<file path="config.mk">
export PLATFORM = sky130hd
export DESIGN_NAME = http_start_line_matcher_top
export DESIGN_NICKNAME = d
export VERILOG_FILES = /design/src/hslm_pkg.sv /design/src/hslm_in_stage.sv /design/src/hslm_parse.sv /design/src/hslm_out_stage.sv /design/src/http_start_line_matcher_top.sv
export SDC_FILE = /design/constraint.sdc
export NUM_CORES = 1
export LEC_CHECK = 0
export BUFFER_PORTS_ARGS = -buffer_cell sky130_fd_sc_hd__clkbuf_2
export CAP_MARGIN = 10
export CORE_ASPECT_RATIO = 1.1
export CORE_MARGIN = 4
export CORE_UTILIZATION = 48
export CTS_CLUSTER_DIAMETER = 30
export CTS_CLUSTER_SIZE = 12
export DETAILED_ROUTE_END_ITERATION = 7
export GPL_ROUTABILITY_DRIVEN = 0
export HOLD_SLACK_MARGIN = 0.15
export PLACE_DENSITY = 0.66
export SLEW_MARGIN = 10
export SYNTH_ARGS = -nofsm -noshare
export SYNTH_HDL_FRONTEND = slang
export SYNTH_SLANG_ARGS = --single-unit
</file>
<file path="constraint.sdc">
create_clock -name clk -period 3.8 [get_ports clk]
set_input_delay 0.19 -clock clk [delete_from_list [all_inputs] [get_ports clk]]
set_output_delay 0.19 -clock clk [all_outputs]
set_load 0.01 [all_outputs]
</file>
<file path="src/hslm_pkg.sv">
`timescale 1ns / 1ps
`default_nettype none

package hslm_pkg;

    localparam int POSITION_BITS = 16;
    localparam int NUM_METHODS = 9;
    localparam int OUT_DATA_BITS = 56;

    localparam logic [7:0] CH_SPACE = 8'h20;
    localparam logic [7:0] CH_CR = 8'h0D;
    localparam logic [7:0] CH_LF = 8'h0A;
    localparam logic [7:0] CH_SLASH = 8'h2F;
    localparam logic [7:0] CH_DOT = 8'h2E;

    typedef enum logic [1:0] {
        KIND_NONE = 2'd0,
        KIND_REQUEST = 2'd1,
        KIND_STATUS = 2'd2
    } kind_t;

    typedef enum logic [3:0] {
        RQ_METHOD,
        RQ_SLASH,
        RQ_TARGET,
        RQ_H,
        RQ_T1,
        RQ_T2,
        RQ_P,
        RQ_SL,
        RQ_MAJOR,
        RQ_DOT,
        RQ_MINOR,
        RQ_TERM,
        RQ_DONE,
        RQ_FAIL
    } rq_phase_t;

    typedef enum logic [1:0] {
        RS_PREFIX,
        RS_REASON,
        RS_FAIL
    } rs_phase_t;

    typedef struct packed {
        logic [7:0] payload_byte;
        logic       last_byte;
    } item_t;

    typedef struct packed {
        kind_t       kind;
        logic [3:0]  method;
        logic [3:0]  version_major;
        logic [3:0]  version_minor;
        logic [9:0]  status_code;
        logic [15:0] target_length;
        logic [15:0] reason_length;
    } result_t;

    localparam logic [7:0] METHOD_TEXT [NUM_METHODS][8] = '{
        '{8'h47, 8'h45, 8'h54, 8'h20, 8'h00, 8'h00, 8'h00, 8'h00},
        '{8'h50, 8'h4F, 8'h53, 8'h54, 8'h20, 8'h00, 8'h00, 8'h00},
        '{8'h50, 8'h55, 8'h54, 8'h20, 8'h00, 8'h00, 8'h00, 8'h00},
        '{8'h44, 8'h45, 8'h4C, 8'h45, 8'h54, 8'h45, 8'h20, 8'h00},
        '{8'h48, 8'h45, 8'h41, 8'h44, 8'h20, 8'h00, 8'h00, 8'h00},
        '{8'h4F, 8'h50, 8'h54, 8'h49, 8'h4F, 8'h4E, 8'h53, 8'h20},
        '{8'h50, 8'h41, 8'h54, 8'h43, 8'h48, 8'h20, 8'h00, 8'h00},
        '{8'h43, 8'h4F, 8'h4E, 8'h4E, 8'h45, 8'h43, 8'h54, 8'h20},
        '{8'h54, 8'h52, 8'h41, 8'h43, 8'h45, 8'h20, 8'h00, 8'h00}
    };

    localparam logic [3:0] METHOD_BYTES [NUM_METHODS] = '{
        4'd4, 4'd5, 4'd4, 4'd7, 4'd5, 4'd8, 4'd6, 4'd8, 4'd6
    };

    localparam logic [7:0] HTTP_TEXT [5] = '{8'h48, 8'h54, 8'h54, 8'h50, 8'h2F};

    function automatic logic is_digit(input logic [7:0] b);
        is_digit = (b >= 8'h30) && (b <= 8'h39);
    endfunction

endpackage

`default_nettype wire

</file>
<file path="src/hslm_in_stage.sv">
`timescale 1ns / 1ps
`default_nettype none

module hslm_in_stage (
    input  wire logic          clk,
    input  wire logic          rst_n,
    input  wire logic          s_axis_tvalid,
    output logic               s_axis_tready,
    input  wire logic [7:0]    s_axis_tdata,   // payload_byte
    input  wire logic          s_axis_tlast,
    input  wire logic          advance,
    output logic               valid,
    output hslm_pkg::item_t    item
);

    logic            valid_reg;
    logic            valid_next;
    hslm_pkg::item_t item_reg;

    assign s_axis_tready = !valid_reg || advance;
    assign valid_next = s_axis_tready ? s_axis_tvalid : valid_reg;

    always_ff @(posedge clk or negedge rst_n)
    begin
        if (!rst_n)
        begin
            valid_reg <= 1'b0;
        end
        else
        begin
            valid_reg <= valid_next;
        end
    end

    always_ff @(posedge clk)
    begin
        if (s_axis_tvalid && s_axis_tready)
        begin
            item_reg.payload_byte <= s_axis_tdata;
            item_reg.last_byte <= s_axis_tlast;
        end
    end

    assign valid = valid_reg;
    assign item = item_reg;

endmodule

`default_nettype wire

</file>
<file path="src/hslm_parse.sv">
`timescale 1ns / 1ps
`default_nettype none

module hslm_parse (
    input  wire logic          clk,
    input  wire logic          rst_n,
    input  wire logic          step,
    input  wire hslm_pkg::item_t item,
    output hslm_pkg::result_t  result
);

    localparam int PB = hslm_pkg::POSITION_BITS;
    localparam int NM = hslm_pkg::NUM_METHODS;
    localparam logic [PB-1:0] POS_MAX = {PB{1'b1}};

    logic [PB-1:0]         pos_reg, pos_next;
    logic [NM-1:0]         cand_reg, cand_next;
    hslm_pkg::rq_phase_t   rq_reg, rq_next;
    hslm_pkg::rs_phase_t   rs_reg, rs_next;
    logic [3:0]            method_reg, method_next;
    logic [PB-1:0]         target_reg, target_next;
    logic [7:0]            ver_reg, ver_next;
    logic [9:0]            status_reg, status_next;
    logic                  cr_seen_reg, cr_seen_next;
    logic [PB-1:0]         cr_off_reg, cr_off_next;
    logic                  lf_seen_reg, lf_seen_next;
    logic [PB-1:0]         lf_off_reg, lf_off_next;

    logic [7:0]            b;
    logic                  pos_small;
    logic [2:0]            idx;
    logic [NM-1:0]         hit;
    logic [NM-1:0]         done;
    logic [3:0]            done_idx;
    logic [12:0]           status_x10;
    logic [PB-1:0]         reason_off;
    logic                  rs_ok;
    logic                  req_match;
    logic                  rsp_match;

    assign b = item.payload_byte;
    assign pos_small = (pos_reg[PB-1:3] == '0);
    assign idx = pos_reg[2:0];
    assign status_x10 = {status_reg, 3'b000} + {2'b00, status_reg, 1'b0};
    assign reason_off = pos_reg - PB'(13);

    always_comb
    begin
        hit = '0;
        done = '0;
        done_idx = 4'd0;
        for (int m = 0; m < NM; m++)
        begin
            hit[m] = cand_reg[m] && pos_small && ({1'b0, idx} < hslm_pkg::METHOD_BYTES[m])
                && (hslm_pkg::METHOD_TEXT[m][idx] == b);
            done[m] = hit[m] && (({1'b0, idx} + 4'd1) == hslm_pkg::METHOD_BYTES[m]);
            if (done[m])
            begin
                done_idx = 4'(m);
            end
        end
    end

    always_comb
    begin
        pos_next = (pos_reg == POS_MAX) ? pos_reg : pos_reg + PB'(1);
        cand_next = cand_reg;
        rq_next = rq_reg;
        rs_next = rs_reg;
        method_next = method_reg;
        target_next = target_reg;
        ver_next = ver_reg;
        status_next = status_reg;
        cr_seen_next = cr_seen_reg;
        cr_off_next = cr_off_reg;
        lf_seen_next = lf_seen_reg;
        lf_off_next = lf_off_reg;
        rs_ok = 1'b0;

        case (rq_reg)
            hslm_pkg::RQ_METHOD:
            begin
                cand_next = hit;
                if (|done)
                begin
                    method_next = done_idx;
                    rq_next = hslm_pkg::RQ_SLASH;
                end
                if (hit == '0)
                begin
                    rq_next = hslm_pkg::RQ_FAIL;
                end
            end
            hslm_pkg::RQ_SLASH:
            begin
                if (b == hslm_pkg::CH_SLASH)
                begin
                    target_next = PB'(1);
                    rq_next = hslm_pkg::RQ_TARGET;
                end
                else
                begin
                    rq_next = hslm_pkg::RQ_FAIL;
                end
            end
            hslm_pkg::RQ_TARGET:
            begin
                if (b == hslm_pkg::CH_SPACE)
                begin
                    rq_next = hslm_pkg::RQ_H;
                end
                else if (target_reg != POS_MAX)
                begin
                    target_next = target_reg + PB'(1);
                end
            end
            hslm_pkg::RQ_H:
            begin
                rq_next = (b == hslm_pkg::HTTP_TEXT[0]) ? hslm_pkg::RQ_T1 : hslm_pkg::RQ_FAIL;
            end
            hslm_pkg::RQ_T1:
            begin
                rq_next = (b == hslm_pkg::HTTP_TEXT[1]) ? hslm_pkg::RQ_T2 : hslm_pkg::RQ_FAIL;
            end
            hslm_pkg::RQ_T2:
            begin
                rq_next = (b == hslm_pkg::HTTP_TEXT[2]) ? hslm_pkg::RQ_P : hslm_pkg::RQ_FAIL;
            end
            hslm_pkg::RQ_P:
            begin
                rq_next = (b == hslm_pkg::HTTP_TEXT[3]) ? hslm_pkg::RQ_SL : hslm_pkg::RQ_FAIL;
            end
            hslm_pkg::RQ_SL:
            begin
                rq_next = (b == hslm_pkg::HTTP_TEXT[4]) ? hslm_pkg::RQ_MAJOR
                                                        : hslm_pkg::RQ_FAIL;
            end
            hslm_pkg::RQ_MAJOR:
            begin
                if (hslm_pkg::is_digit(b))
                begin
                    ver_next = {b[3:0], ver_reg[3:0]};
                    rq_next = hslm_pkg::RQ_DOT;
                end
                else
                begin
                    rq_next = hslm_pkg::RQ_FAIL;
                end
            end
            hslm_pkg::RQ_DOT:
            begin
                rq_next = (b == hslm_pkg::CH_DOT) ? hslm_pkg::RQ_MINOR : hslm_pkg::RQ_FAIL;
            end
            hslm_pkg::RQ_MINOR:
            begin
                if (hslm_pkg::is_digit(b))
                begin
                    ver_next = {ver_reg[7:4], b[3:0]};
                    rq_next = hslm_pkg::RQ_TERM;
                end
                else
                begin
                    rq_next = hslm_pkg::RQ_FAIL;
                end
            end
            hslm_pkg::RQ_TERM:
            begin
                rq_next = (b == hslm_pkg::CH_CR || b == hslm_pkg::CH_LF) ? hslm_pkg::RQ_DONE
                                                                         : hslm_pkg::RQ_FAIL;
            end
            hslm_pkg::RQ_DONE:
            begin
                rq_next = hslm_pkg::RQ_DONE;
            end
            default:
            begin
                rq_next = hslm_pkg::RQ_FAIL;
            end
        endcase

        case (rs_reg)
            hslm_pkg::RS_PREFIX:
            begin
                if (pos_reg[PB-1:4] == '0)
                begin
                    case (pos_reg[3:0])
                        4'd0, 4'd1, 4'd2, 4'd3, 4'd4:
                            rs_ok = (b == hslm_pkg::HTTP_TEXT[pos_reg[2:0]]);
                        4'd6:
                            rs_ok = (b == hslm_pkg::CH_DOT);
                        4'd8, 4'd12:
                            rs_ok = (b == hslm_pkg::CH_SPACE);
                        4'd5, 4'd7, 4'd9, 4'd10, 4'd11:
                            rs_ok = hslm_pkg::is_digit(b);
                        default:
                            rs_ok = 1'b0;
                    endcase
                end
                if (!rs_ok)
                begin
                    rs_next = hslm_pkg::RS_FAIL;
                end
                else if (pos_reg[3:0] == 4'd5)
                begin
                    ver_next = {b[3:0], ver_next[3:0]};
                end
                else if (pos_reg[3:0] == 4'd7)
                begin
                    ver_next = {ver_next[7:4], b[3:0]};
                end
                else if (pos_reg[3:0] >= 4'd9 && pos_reg[3:0] <= 4'd11)
                begin
                    status_next = status_x10[9:0] + {6'b000000, b[3:0]};
                end
                else if (pos_reg[3:0] == 4'd12)
                begin
                    rs_next = hslm_pkg::RS_REASON;
                end
            end
            hslm_pkg::RS_REASON:
            begin
                if (b == hslm_pkg::CH_CR && !cr_seen_reg)
                begin
                    cr_seen_next = 1'b1;
                    cr_off_next = reason_off;
                end
                if (b == hslm_pkg::CH_LF && !lf_seen_reg)
                begin
                    lf_seen_next = 1'b1;
                    lf_off_next = reason_off;
                end
            end
            default:
            begin
                rs_next = hslm_pkg::RS_FAIL;
            end
        endcase
    end

    assign req_match = (rq_next == hslm_pkg::RQ_DONE) && (pos_reg >= PB'(15));
    assign rsp_match = (rs_next == hslm_pkg::RS_REASON) && (cr_seen_next || lf_seen_next);

    always_comb
    begin
        result = '0;
        if (req_match)
        begin
            result.kind = hslm_pkg::KIND_REQUEST;
            result.method = method_next;
            result.version_major = ver_next[7:4];
            result.version_minor = ver_next[3:0];
            result.target_length = 16'(target_next);
        end
        else if (rsp_match)
        begin
            result.kind = hslm_pkg::KIND_STATUS;
            result.version_major = ver_next[7:4];
            result.version_minor = ver_next[3:0];
            result.status_code = status_next;
            result.reason_length = cr_seen_next ? 16'(cr_off_next) : 16'(lf_off_next);
        end
    end

    always_ff @(posedge clk or negedge rst_n)
    begin
        if (!rst_n)
        begin
            pos_reg <= '0;
            cand_reg <= '1;
            rq_reg <= hslm_pkg::RQ_METHOD;
            rs_reg <= hslm_pkg::RS_PREFIX;
            method_reg <= '0;
            target_reg <= '0;
            ver_reg <= '0;
            status_reg <= '0;
            cr_seen_reg <= 1'b0;
            cr_off_reg <= '0;
            lf_seen_reg <= 1'b0;
            lf_off_reg <= '0;
        end
        else if (step)
        begin
            if (item.last_byte)
            begin
                pos_reg <= '0;
                cand_reg <= '1;
                rq_reg <= hslm_pkg::RQ_METHOD;
                rs_reg <= hslm_pkg::RS_PREFIX;
                method_reg <= '0;
                target_reg <= '0;
                ver_reg <= '0;
                status_reg <= '0;
                cr_seen_reg <= 1'b0;
                cr_off_reg <= '0;
                lf_seen_reg <= 1'b0;
                lf_off_reg <= '0;
            end
            else
            begin
                pos_reg <= pos_next;
                cand_reg <= cand_next;
                rq_reg <= rq_next;
                rs_reg <= rs_next;
                method_reg <= method_next;
                target_reg <= target_next;
                ver_reg <= ver_next;
                status_reg <= status_next;
                cr_seen_reg <= cr_seen_next;
                cr_off_reg <= cr_off_next;
                lf_seen_reg <= lf_seen_next;
                lf_off_reg <= lf_off_next;
            end
        end
    end

endmodule

`default_nettype wire

</file>
<file path="src/hslm_out_stage.sv">
`timescale 1ns / 1ps
`default_nettype none

module hslm_out_stage (
    input  wire logic                                   clk,
    input  wire logic                                   rst_n,
    input  wire logic                                   load,
    input  wire hslm_pkg::result_t                      result,
    output logic                                        m_axis_tvalid,
    input  wire logic                                   m_axis_tready,
    output logic [hslm_pkg::OUT_DATA_BITS-1:0]          m_axis_tdata,
    output logic [1:0]                                  m_axis_tuser
);

    logic              valid_reg;
    logic              valid_next;
    hslm_pkg::result_t result_reg;

    always_comb
    begin
        if (load)
        begin
            valid_next = 1'b1;
        end
        else if (m_axis_tready)
        begin
            valid_next = 1'b0;
        end
        else
        begin
            valid_next = valid_reg;
        end
    end

    always_ff @(posedge clk or negedge rst_n)
    begin
        if (!rst_n)
        begin
            valid_reg <= 1'b0;
        end
        else
        begin
            valid_reg <= valid_next;
        end
    end

    always_ff @(posedge clk)
    begin
        if (load)
        begin
            result_reg <= result;
        end
    end

    assign m_axis_tvalid = valid_reg;
    assign m_axis_tuser = result_reg.kind;
    assign m_axis_tdata = {2'b00, result_reg.reason_length, result_reg.target_length,
                           result_reg.status_code, result_reg.version_minor,
                           result_reg.version_major, result_reg.method};

endmodule

`default_nettype wire

</file>
<file path="src/http_start_line_matcher_top.sv">
`timescale 1ns / 1ps
`default_nettype none

// Channel   Direction  Payload
// s_axis    in         tdata[7:0] payload_byte, tlast last_byte
// m_axis    out        tuser kind, tdata method..reason_length (56 bits)
//
// One byte is taken every cycle unless a held result stalls input; the block
// is a two-stage pipeline of an input register and a result register, and a
// result is produced, only for a last byte, once it leaves the input register.
// Reset returns the parser to the start of a payload and empties both stages.
// A held result stalls input only when the next item in the input register is
// itself a last byte.

module http_start_line_matcher_top (
    input  wire logic          clk,
    input  wire logic          rst_n,
    input  wire logic          s_axis_tvalid,
    output logic               s_axis_tready,
    input  wire logic [7:0]    s_axis_tdata,   // [7:0] payload_byte
    input  wire logic          s_axis_tlast,
    output logic               m_axis_tvalid,
    input  wire logic          m_axis_tready,
    // [3:0] method, [7:4] version_major, [11:8] version_minor,
    // [21:12] status_code, [37:22] target_length, [53:38] reason_length
    output logic [55:0]        m_axis_tdata,
    output logic [1:0]         m_axis_tuser    // [1:0] kind
);

    logic              in_valid;
    hslm_pkg::item_t   in_item;
    logic              advance;
    hslm_pkg::result_t result;

    assign advance = in_valid && (!in_item.last_byte || !m_axis_tvalid || m_axis_tready);

    hslm_in_stage u_in (
        .clk           (clk),
        .rst_n         (rst_n),
        .s_axis_tvalid (s_axis_tvalid),
        .s_axis_tready (s_axis_tready),
        .s_axis_tdata  (s_axis_tdata),
        .s_axis_tlast  (s_axis_tlast),
        .advance       (advance),
        .valid         (in_valid),
        .item          (in_item)
    );

    hslm_parse u_parse (
        .clk    (clk),
        .rst_n  (rst_n),
        .step   (advance),
        .item   (in_item),
        .result (result)
    );

    hslm_out_stage u_out (
        .clk           (clk),
        .rst_n         (rst_n),
        .load          (advance && in_item.last_byte),
        .result        (result),
        .m_axis_tvalid (m_axis_tvalid),
        .m_axis_tready (m_axis_tready),
        .m_axis_tdata  (m_axis_tdata),
        .m_axis_tuser  (m_axis_tuser)
    );

endmodule

`default_nettype wire

</file>
==> results of run 1 <==
## cells in the final DEF (no fill, tap or decap), types with 9 or more instances in the layout
cell and n:
inv_1 34, nand2_1 112, clkbuf_16 17, mux2i_1 27
a31oi_1 15, buf_4 40, and3_1 13, a21oi_1 61
dfstp_2 9, nor3_1 24, nand2b_1 19, nor2b_1 22
and2_1 11, clkbuf_2 69, dfrtp_1 96, mux2_2 10
nor2_1 117, a22o_1 13, xnor2_1 28, dlygate4sd3_1 12
nand4_1 18, edfxtp_1 65, xor2_1 22, nand3b_1 14
o21a_1 11, nor4_1 14, o21ai_0 63, o21ai_1 16
nand3_1 34, ha_1 27
## per-stage QoR
| stage | hold WS (ns) | instances |
|---|---|---|
| after detailed placement | 0.369 | 1468 |
| after global placement | 0.369 | 1468 |
| after floorplan | -0.106 | 1151 |
| after CTS | 0.466 | 1512 |
| after global routing | 0.467 | 1512 |
| final | 0.473 | 1512 |
## kinds of logic after synthesis
group	share of synthesized area, %
mux	3.69
buf+inv	5.26
flops	43.0
compound gates	18.4
xor+xnor	4.10
simple gates	22.0
other cells	0.0351
fa+ha+maj	3.54
## synth_stat cells (all sizes together) (5+ instances only)
| cell type | n | share of area [%] |
|---|---|---|
| a21o | 6 | 0.42 |
| nor3b | 7 | 0.63 |
| and3 | 14 | 0.82 |
| a21oi | 67 | 3.3 |
| nand2 | 113 | 4.0 |
| mux2 | 11 | 1.2 |
| or4 | 6 | 0.42 |
| and2 | 11 | 0.64 |
| or2 | 7 | 0.41 |
| nand2b | 19 | 1.1 |
| nor2 | 117 | 4.1 |
| nor3 | 25 | 1.2 |
| a32oi | 5 | 0.41 |
| o22ai | 7 | 0.41 |
| a22o | 13 | 1.1 |
| nor2b | 22 | 1.3 |
| ha | 27 | 3.2 |
| inv | 34 | 1.2 |
| clkbuf | 41 | 1.4 |
| nor4b | 7 | 0.69 |
| dfstp | 9 | 2.2 |
| a2111oi | 6 | 0.55 |
| a211oi | 7 | 0.49 |
| a211o | 5 | 0.41 |
| a31oi | 16 | 1.1 |
| nand3 | 34 | 1.6 |
| mux2i | 27 | 2.5 |
| buf | 43 | 2.6 |
| o21a | 11 | 0.77 |
| xnor2 | 28 | 2.3 |
| edfxtp | 65 | 18 |
| o311ai | 5 | 0.62 |
| nand4b | 5 | 0.41 |
| nor4 | 14 | 0.82 |
| o22a | 5 | 0.41 |
| and4 | 6 | 0.49 |
| nand3b | 15 | 1.1 |
| o21ai | 81 | 3.9 |
| xor2 | 22 | 1.8 |
| or3 | 7 | 0.41 |
| dfrtp | 96 | 22 |
| o2111ai | 5 | 0.41 |
| nand4 | 18 | 1.1 |
## routing by layer
| metal | vias up | wire length, um |
|---|---|---|
| met2 | 334 | 13400 |
| li1 | 4316 | - |
| met1 | 4340 | 12700 |
| met4 | 0 | 708 |
| met3 | 52 | 1740 |
| met5 | - | 0 |
## power by group
part / internal (uW) / total (uW) / switching [uW]
Combinational: 447 / 1110 / 665
Sequential: 2070 / 2230 / 167
Clock: 877 / 1720 / 839
## final cells by class
type	count	share of cell area, %
Clock buffer	17	3.54
Clock inverter	15	1.27
Inverter	35	1.09
Multi-Input combinational cell	862	46.1
Sequential cell	170	38.2
Tap cell	290	3.02
Timing Repair Buffer	123	6.71
## worst min-delay path by stage
stage                     cells past startpoint       startpoint  slack (ns)                        endpoint
after floorplan                               0            rst_n       -0.11          u_in.valid$_DFFE_PN0N_
after global placement                        1  s_axis_tdata[0]        0.37          u_in.item[1]$_DFFE_PP_
after detailed placement                      1     s_axis_tlast        0.37          u_in.item[0]$_DFFE_PP_
after CTS                                     2  s_axis_tdata[0]        0.47          u_in.item[1]$_DFFE_PP_
after global routing                          2     s_axis_tlast        0.47          u_in.item[0]$_DFFE_PP_
final                                         2            rst_n        0.47  u_parse.pos_reg[0]$_DFFE_PN0P_
==> run_results.csv, run 1 <==
group,metric,value,unit
cells_and_area,drive_gt1_share,16.1,%
synth,yosys_most_used_dff,"dfrtp_1",
cells_and_area,antenna_cells,0,
setup_path,timing.critical_path.from_type,"register",
sta,period_share,86.8,%
cts,clkLatencyLatePin,0.43,ns
floorplanning,die_y,164,um
power_and_ir_drop,p_total,5060,uW
setup_path,rr_startpoint,"u_parse.pos_reg[4]$_DFFE_PN0P_",
power_and_ir_drop,power_density,422,nW/um^2
sta,slew_headroom,32.4,%
cells_and_area,final_area,12000,um^2
sta,worst_pin_slew,1.01,ns
setup_path,cp_common_cell,"a2111oi_0",
global_route,grtUsageMet3,3.87,%
sta,fin_skew,0.00761,ns
setup_path,rrSetupSlack,0.50,ns
synth,synth_edf_count,65,
cells_and_area,fill_cells,1976,
worst_hold_path,min_path_type,"in2async",
floorplanning,fp.dieW,150,um
floorplanning,rows,56,
synth,yosysWarnings,0,
floorplanning,core,21600,um^2
run,max_cap_violations,0,
cts,clk_pin_slew,0.07,ns
routing,drt_wl_total,28.5,mm
sta,setup_slack,0.502,ns
routing,ant_nets,0,
power_and_ir_drop,p_leak,0.00477,uW
setup_path,path_class,"reg2reg",
synth,yosysUniqueCellTypes,94,
floorplanning,dieArea,24700,um^2
setup_path,r2r_cells,7,
cells_and_area,fin_util,55.6,%
sta,clock.fmax,303,MHz
cts,cts_root_buf,"clkbuf_16",
global_route,track_usage,23.7,%
place,io_buffers,70,
cells_and_area,area_growth,12.4,%
place,placed_area,11300,um^2
sta,setup_violations,0,
routing,via_per_inst,5.98,
cells_and_area,multi_input_area,5540,um^2
synth,syn_avg_cell_area,9.29,um^2
power_and_ir_drop,vdd_drop_max,0.000329,V
cts,cts-htree-levels,4,
setup_path,cp.depth,7,
setup_path,r2r_end,"u_parse.method_reg[1]$_DFFE_PN0P_",
cells_and_area,largest_register_ffs,54,
global_route,grt_pass1_vias,8604,
cells_and_area,nets,1251,
setup_path,crit_path_start,"u_parse.pos_reg[4]$_DFFE_PN0P_",
sta,period_needed,3.30,ns
setup_path,arrival,3.58,ns
global_route,busiest_layer,"met2",
floorplanning,start_util,49.5,%
setup_path,cp_max_fo,13,
cts,cts_buffers,17,
floorplanning,boundaryPins,73,
synth,synth_seq_cells,170,
global_route,grt_max_degree,75,
cts,cts_buffer_depth,2,
place,pre_cts_ws,0.579,ns
cts,cts_tree,"yes",
setup_path,max_stage_delay,0.78,ns
routing,via_count,9042,
setup_path,cp_cell_sequence,"nor4_1 -> nand4_1 -> a2111oi_0 -> and2_1 -> a2111oi_0 -> o31ai_1 -> o22ai_1",
setup_path,required,4.08,ns
sta,tns,0,ns
global_route,overflow,0,
routing,drc_errors,0,
global_route,met1_usage,32.9,%
global_route,grt_pass1_wl,46.4,mm
setup_path,cp_slowest_cell,"a2111oi_0",
sta,grt_setup_unrepaired,"no",
synth,async_flop_share,61.8,%
sta,hold_viol,0,
cts,cts_resized,0,
setup_path,cp.buffers_inverters,0,
cts,cts_post_setup_buffers_inserted,0,
synth,netlist_area,10700,um^2
cts,clkSinkCount,170,
setup_path,cp-end-kind,"register",
synth,netlist_instances,1150,
cts,ctsHoldBuffers,12,
routing,first_iter_violations,793,
setup_path,crit_family,"simple AND/OR/NAND/NOR gates",
sta,report.final.slew_viol_count,0,
routing,wl_per_cell,18.9,um
run_status,status,"finished clean",
cells_and_area,register_area,4590,um^2
global_route,antenna_found_initial,0,
place,dpl.hpwl,20.2,mm
global_route,use_met2,37.7,%
synth,ys_seq_area_share,43.0,%
routing,dr.pass1.iters,7,
setup_path,critPathCapture,"u_parse.method_reg[1]$_DFFE_PN0P_",
Power figures use the tool's default switching activity.
==> inputs of run 2 (changes only) <==
--- a/config.mk
+++ b/config.mk
@@ -15,6 +15,7 @@
 export DETAILED_ROUTE_END_ITERATION = 7
 export GPL_ROUTABILITY_DRIVEN = 0
 export HOLD_SLACK_MARGIN = 0.15
+export MAX_ROUTING_LAYER = met4
 export PLACE_DENSITY = 0.66
 export SLEW_MARGIN = 10
 export SYNTH_ARGS = -nofsm -noshare
==> run 2 against run 1 <==
Non-clock buffer count unchanged. Total power down 0.13%. Register-to-register slack improved by 0.02 ns. Count of clock-buffer cells in the layout stayed put. Setup slack better by 0.018 ns. Die area is the same. Critical endpoint unchanged. Highest routed layer unchanged.
==> run_results.csv, run 2 (synthesized netlist as in run 1, its figures left out) <==
group,metric,value,unit
run_status,status,"finished clean",
sta,period_needed,3.28,ns
setup_path,r2r_cells,7,
floorplanning,boundaryPins,73,
setup_path,rr_startpoint,"u_parse.pos_reg[4]$_DFFE_PN0P_",
routing,via_per_inst,5.98,
sta,fin_skew,0.00888,ns
setup_path,arrival,3.56,ns
power_and_ir_drop,p_leak,0.00477,uW
sta,clock.fmax,305,MHz
sta,hold_viol,0,
floorplanning,dieArea,24700,um^2
cts,cts_buffers,17,
sta,period_share,86.3,%
cts,clk_pin_slew,0.08,ns
setup_path,r2r_end,"u_parse.method_reg[1]$_DFFE_PN0P_",
cells_and_area,nets,1251,
cts,clkLatencyLatePin,0.43,ns
cells_and_area,largest_register_ffs,54,
cells_and_area,drive_gt1_share,16.1,%
sta,slew_headroom,31.8,%
setup_path,required,4.08,ns
place,dpl.hpwl,20.2,mm
power_and_ir_drop,power_density,421,nW/um^2
setup_path,cp_slowest_cell,"a2111oi_0",
routing,via_count,9035,
cells_and_area,final_common_cell,"nor2_1",
place,io_buffers,70,
cts,cts-htree-levels,4,
setup_path,rrSetupSlack,0.52,ns
cts,cts_tree,"yes",
floorplanning,core,21600,um^2
floorplanning,die_y,164,um
cts,cts_root_buf,"clkbuf_16",
setup_path,cp_cell_sequence,"nor4_1 -> nand4_1 -> a2111oi_0 -> and2_1 -> a2111oi_0 -> o31ai_1 -> o22ai_1",
sta,report.final.slew_viol_count,0,
setup_path,cp-end-kind,"register",
worst_hold_path,min_path_type,"in2async",
sta,worst_pin_slew,1.02,ns
global_route,grt_pass1_vias,8613,
global_route,overflow,0,
floorplanning,fp.dieW,150,um
cts,ctsHoldBuffers,12,
cells_and_area,area_growth,12.4,%
setup_path,max_stage_delay,0.78,ns
routing,wl_per_cell,18.9,um
cts,clkSinkCount,170,
run,max_cap_violations,0,
cts,cts_post_setup_buffers_inserted,0,
cells_and_area,fin_util,55.6,%
sta,setup_violations,0,
setup_path,path_class,"reg2reg",
sta,tns,0,ns
global_route,track_usage,24.4,%
floorplanning,start_util,49.5,%
global_route,grt_max_degree,75,
cells_and_area,antenna_cells,0,
sta,whs,0.473,ns
power_and_ir_drop,vdd_drop_max,0.000327,V
routing,drt_wl_total,28.6,mm
sta,grt_setup_unrepaired,"no",
setup_path,cp_common_cell,"a2111oi_0",
setup_path,timing.critical_path.from_type,"register",
routing,dr.pass1.iters,7,
floorplanning,rows,56,
setup_path,cp_max_fo,13,
cells_and_area,final_cell_mix,"nor2_1, nand2_1, dfrtp_1",
global_route,antenna_found_initial,0,
global_route,grt_pass1_wl,46.4,mm
routing,drc_errors,0,
sta,setup_slack,0.520,ns
routing,ant_nets,0,
cts,cts_buffer_depth,2,
place,pre_cts_ws,0.579,ns
cts,cts_resized,0,
routing,first_iter_violations,816,
run 2: per-layer routing:
layer	part of all wire [%]	up-vias	track usage [%]
met4	2.9	0	8.69
met5	0	-	-
li1	-	4318	-
met1	44	4291	33.0
met2	46	352	37.6
met3	6.3	74	3.54
run 2: how the worst max path moves through the flow:
stage	end	startpoint	slack [ns]	depth (start not counted)
floorplan	u_out.m_axis_tdata[0]$_SDFFCE_PN0P_	u_in.item[0]$_DFFE_PP_	0.59	4
global placement	u_out.m_axis_tdata[21]$_SDFFCE_PP0P_	u_in.item[4]$_DFFE_PP_	0.63	9
detailed placement	u_out.m_axis_tdata[21]$_SDFFCE_PP0P_	u_in.item[4]$_DFFE_PP_	0.58	9
CTS	u_out.m_axis_tdata[21]$_SDFFCE_PP0P_	u_in.item[4]$_DFFE_PP_	0.56	9
global route	u_parse.method_reg[1]$_DFFE_PN0P_	u_parse.pos_reg[4]$_DFFE_PN0P_	0.24	7
finish	u_parse.method_reg[1]$_DFFE_PN0P_	u_parse.pos_reg[4]$_DFFE_PN0P_	0.52	7
run 2: power breakdown:
group          switching [uW]  internal (uW)  leakage [uW]
Sequential                167           2070       0.00204
Clock                     833            877      0.000286
Combinational             665            447       0.00244
Total                    1660           3390       0.00477
run 2: final cells by class:
type | instances | area, um^2
fillers | 1976 | 9570
flip-flops and latches | 170 | 4590
clock buffers | 17 | 425
repair buffers | 123 | 806
clock inverters | 15 | 153
well taps | 290 | 363
inverters | 35 | 131
multi-input cells | 862 | 5540
run 2: per-stage QoR:
stage / cell area [um^2] / instances / power [uW]
after detailed placement: 11300 / 1468 / 3350
after global routing: 12000 / 1512 / 5310
final: 12000 / 1512 / 5060
after floorplan: 10700 / 1151 / 3020
after global placement: 11300 / 1468 / 3340
after CTS: 12000 / 1512 / 5070
run 2: worst max-delay path: cells and delay by family, from the launching register on:
family | cells | cell delay, ns
flops | 1 | 0.49
compound gates | 4 | 1.30
simple gates | 3 | 1.34
==> inputs of run 3 (changes only) <==
--- a/config.mk
+++ b/config.mk
@@ -5,6 +5,7 @@
 export SDC_FILE = /design/constraint.sdc
 export NUM_CORES = 1
 export LEC_CHECK = 0
+export ABC_AREA = 1
 export BUFFER_PORTS_ARGS = -buffer_cell sky130_fd_sc_hd__clkbuf_2
 export CAP_MARGIN = 10
 export CORE_ASPECT_RATIO = 1.1
==> run 3 against run 2 <==
The flow now finishes with violations (design-rule violations). Clock power is 4% higher. Sequential share of layout area down 0.073 points. Synthesized cell count up 22%. Highest routed layer unchanged. Clock skew is 0.0065 ns higher. Register-to-register slack got worse by 0.12 ns. Setup slack got worse by 0.12 ns. Critical path type unchanged. Total power grew 2.4%. Worst hold slack got worse by 0.13 ns. Count of clock-buffer cells in the layout unchanged. Area after synthesis is 0.20% lower. Die area is 0.19% lower. Wire length is 3.5% higher.
==> run_results.csv, run 3 <==
group,metric,value,unit
setup_path,arrival,3.59,ns
setup_path,crit_path_start,"u_parse.pos_reg[1]$_DFFE_PN0P_",
run,max_cap_violations,0,
synth,yosysTopAreaCellShare,22.5,%
power_and_ir_drop,power_density,430,nW/um^2
setup_path,required,3.99,ns
cells_and_area,final_cell_mix,"nand2_1, nor2_1, inv_1",
sta,report.final.slew_viol_count,0,
sta,setup_violations,0,
setup_path,timing.critical_path.from_type,"register",
global_route,grt_pass1_wl,48.4,mm
synth,syn_avg_cell_area,7.58,um^2
routing,ant_nets,0,
sta,worst_pin_slew,0.817,ns
synth,netlist_instances,1407,
floorplanning,fp.dieW,150,um
synth,yosys_most_used_dff,"dfrtp_1",
synth,ys_seq_area_share,43.1,%
cells_and_area,largest_register_ffs,54,
synth,yosysWarnings,0,
setup_path,path_class,"reg2reg",
floorplanning,die_y,164,um
setup_path,r2r_end,"u_out.m_axis_tdata[42]$_SDFFCE_PP0P_",
setup_path,r2r_cells,17,
global_route,grt_pass1_vias,9568,
sta,hold_viol,0,
setup_path,rr_startpoint,"u_parse.pos_reg[1]$_DFFE_PN0P_",
setup_path,max_stage_delay,0.54,ns
cells_and_area,final_area,12000,um^2
routing,dr.pass1.iters,8,
routing,via_count,9938,
cts,cts_tree,"yes",
synth,yosysMostFrequentCell,"nand2_1",
setup_path,critPathCapture,"u_out.m_axis_tdata[42]$_SDFFCE_PP0P_",
run_status,status,"finished, violations left",
cts,clkLatencyLatePin,0.46,ns
setup_path,cp.depth,17,
cells_and_area,area_growth,12.9,%
synth,async_flop_share,61.8,%
sta,fin_skew,0.0154,ns
synth,synth_common_cells,"nand2_1, nor2_1, inv_1, o21ai_0, dfrtp_1",
cells_and_area,drive_gt1_share,14.8,%
synth,yosysUniqueCellTypes,55,
cells_and_area,final_common_cell,"nand2_1",
synth,synth_edf_count,65,
setup_path,cp-end-kind,"register",
sta,slew_headroom,45.5,%
synth,synth_top_area_cell,"dfrtp_1",
cts,clk_pin_slew,0.08,ns
setup_path,crit_family,"simple AND/OR/NAND/NOR gates",
cells_and_area,nets,1519,
sta,clock.fmax,295,MHz
floorplanning,core,21600,um^2
synth,netlist_top_cells_area,"dfrtp_1, edfxtp_1, nand2_1",
setup_path,cp_max_fo,27,
global_route,track_usage,25.4,%
setup_path,cp.buffers_inverters,2,
setup_path,rrSetupSlack,0.40,ns
worst_hold_path,min_path_type,"in2async",
cells_and_area,antenna_cells,0,
sta,tns,0,ns
global_route,antenna_found_initial,0,
run_status,violations,"design-rule violations",
power_and_ir_drop,p_total,5180,uW
sta,period_share,89.4,%
synth,netlist_area,10700,um^2
sta,grt_setup_unrepaired,"no",
place,dpl.hpwl,20.7,mm
routing,drc_errors,2,
global_route,grt_max_degree,65,
power_and_ir_drop,vdd_drop_max,0.000354,V
synth,synth_seq_cells,170,
routing,via_per_inst,5.58,
place,io_buffers,70,
floorplanning,boundaryPins,73,
floorplanning,dieArea,24700,um^2
routing,wl_per_cell,16.6,um
cts,cts_root_buf,"clkbuf_16",
floorplanning,start_util,49.4,%
power_and_ir_drop,p_leak,0.00540,uW
routing,first_iter_violations,859,
sta,period_needed,3.40,ns
cts,cts_buffer_depth,2,
setup_path,cp_slowest_cell,"ha_1",
floorplanning,rows,56,
cts,cts_buffers,17,
cts,clkSinkCount,170,
cts,cts_post_setup_buffers_inserted,0,
global_route,overflow,0,
setup_path,cp_cell_sequence,"inv_1 -> ha_1 -> inv_1 -> nor2_1 -> nand2_1 -> nand2_1 -> nand2_1 -> nor2_1 -> nand3_1 -> nand2_1 -> nor2_1 -> nand3_2 -> nand2_2 -> a21oi_4 -> nand2_4 -> nand2_8 -> nor2_1",
place,placed_area,11300,um^2
cts,cts-htree-levels,4,
routing,drt_wl_total,29.6,mm
[run 3: cell types whose count changed after synthesis, sizes merged, moves of 19 or more]
cell    previous run  this run
nor2b             22         1
nand3             34        97
mux2i             27         4
nand2            113       399
inv               34       152
nand2b            19         0
a21oi             67        41
xnor2             28         5
o22ai              7        35
nor2             117       181
o21ai             81       129
[run 3: worst min-delay path by stage]
stage / slack [ns] / end / startpoint
after floorplan: -0.11 / u_in.valid$_DFFE_PN0N_ / rst_n
after detailed placement: 0.32 / u_parse.lf_off_reg[7]$_DFFE_PN0P_ / rst_n
after global placement: 0.32 / u_parse.lf_off_reg[8]$_DFFE_PN0P_ / rst_n
after CTS: 0.38 / u_parse.lf_off_reg[7]$_DFFE_PN0P_ / rst_n
after global routing: 0.43 / u_parse.lf_off_reg[4]$_DFFE_PN0P_ / rst_n
final: 0.35 / u_parse.lf_off_reg[8]$_DFFE_PN0P_ / rst_n
[run 3: cell type report]
cell class / instances / area [um^2]
clock buffer: 17 / 425
tap: 290 / 363
multi-input combinational: 1029 / 5220
fill: 2092 / 9550
timing repair buffer: 104 / 678
inverter: 155 / 582
sequential: 170 / 4590
clock inverter: 15 / 173
[run 3: cell families (layout without fill, tap and decap cells)]
group | after synthesis | in the layout | share of synthesized area [%]
fa+ha+maj | 29 | 29 | 3.54
buf+inv | 209 | 291 | 8.24
flops | 170 | 170 | 43.1
compound gates | 226 | 226 | 11.8
xor+xnor | 27 | 27 | 2.22
simple gates | 741 | 741 | 30.7
mux | 4 | 4 | 0.376
other cells | 1 | 2 | 0.0352
[run 3: metal layers]
| layer | global-route usage (%) | wire length, um | vias to the layer above |
|---|---|---|---|
| met5 | - | 0 | - |
| met4 | 11.9 | 1430 | 0 |
| li1 | - | - | 4763 |
| met3 | 3.86 | 2080 | 130 |
| met2 | 41.1 | 14200 | 433 |
| met1 | 31.5 | 11900 | 4612 |
[run 3: timing repair]
item,in CTS,in global routing
resized for setup,0,2
setup endpoints to repair,0,27
hold endpoints to repair,59,0
hold buffers,13,0
[run 3: report_power, final]
group / leakage [uW] / switching [uW] / internal [uW]
logic: 0.00306 / 899 / 370
clock network: 0.000295 / 884 / 890
registers: 0.00205 / 88.6 / 2040
total: 0.00540 / 1870 / 3300
[run 3: through the flow]
step	hold slack [ns]	std cells	util, %	worst slack [ns]
6_report	0.346	1780	55.8	0.405
5_1_grt	0.434	1780	55.8	0.161
3_3_place_gp	0.325	1734	52.2	0.386
4_1_cts	0.384	1779	55.6	0.253
3_5_place_dp	0.321	1734	52.2	0.268
2_1_floorplan	-0.106	1408	-	0.313
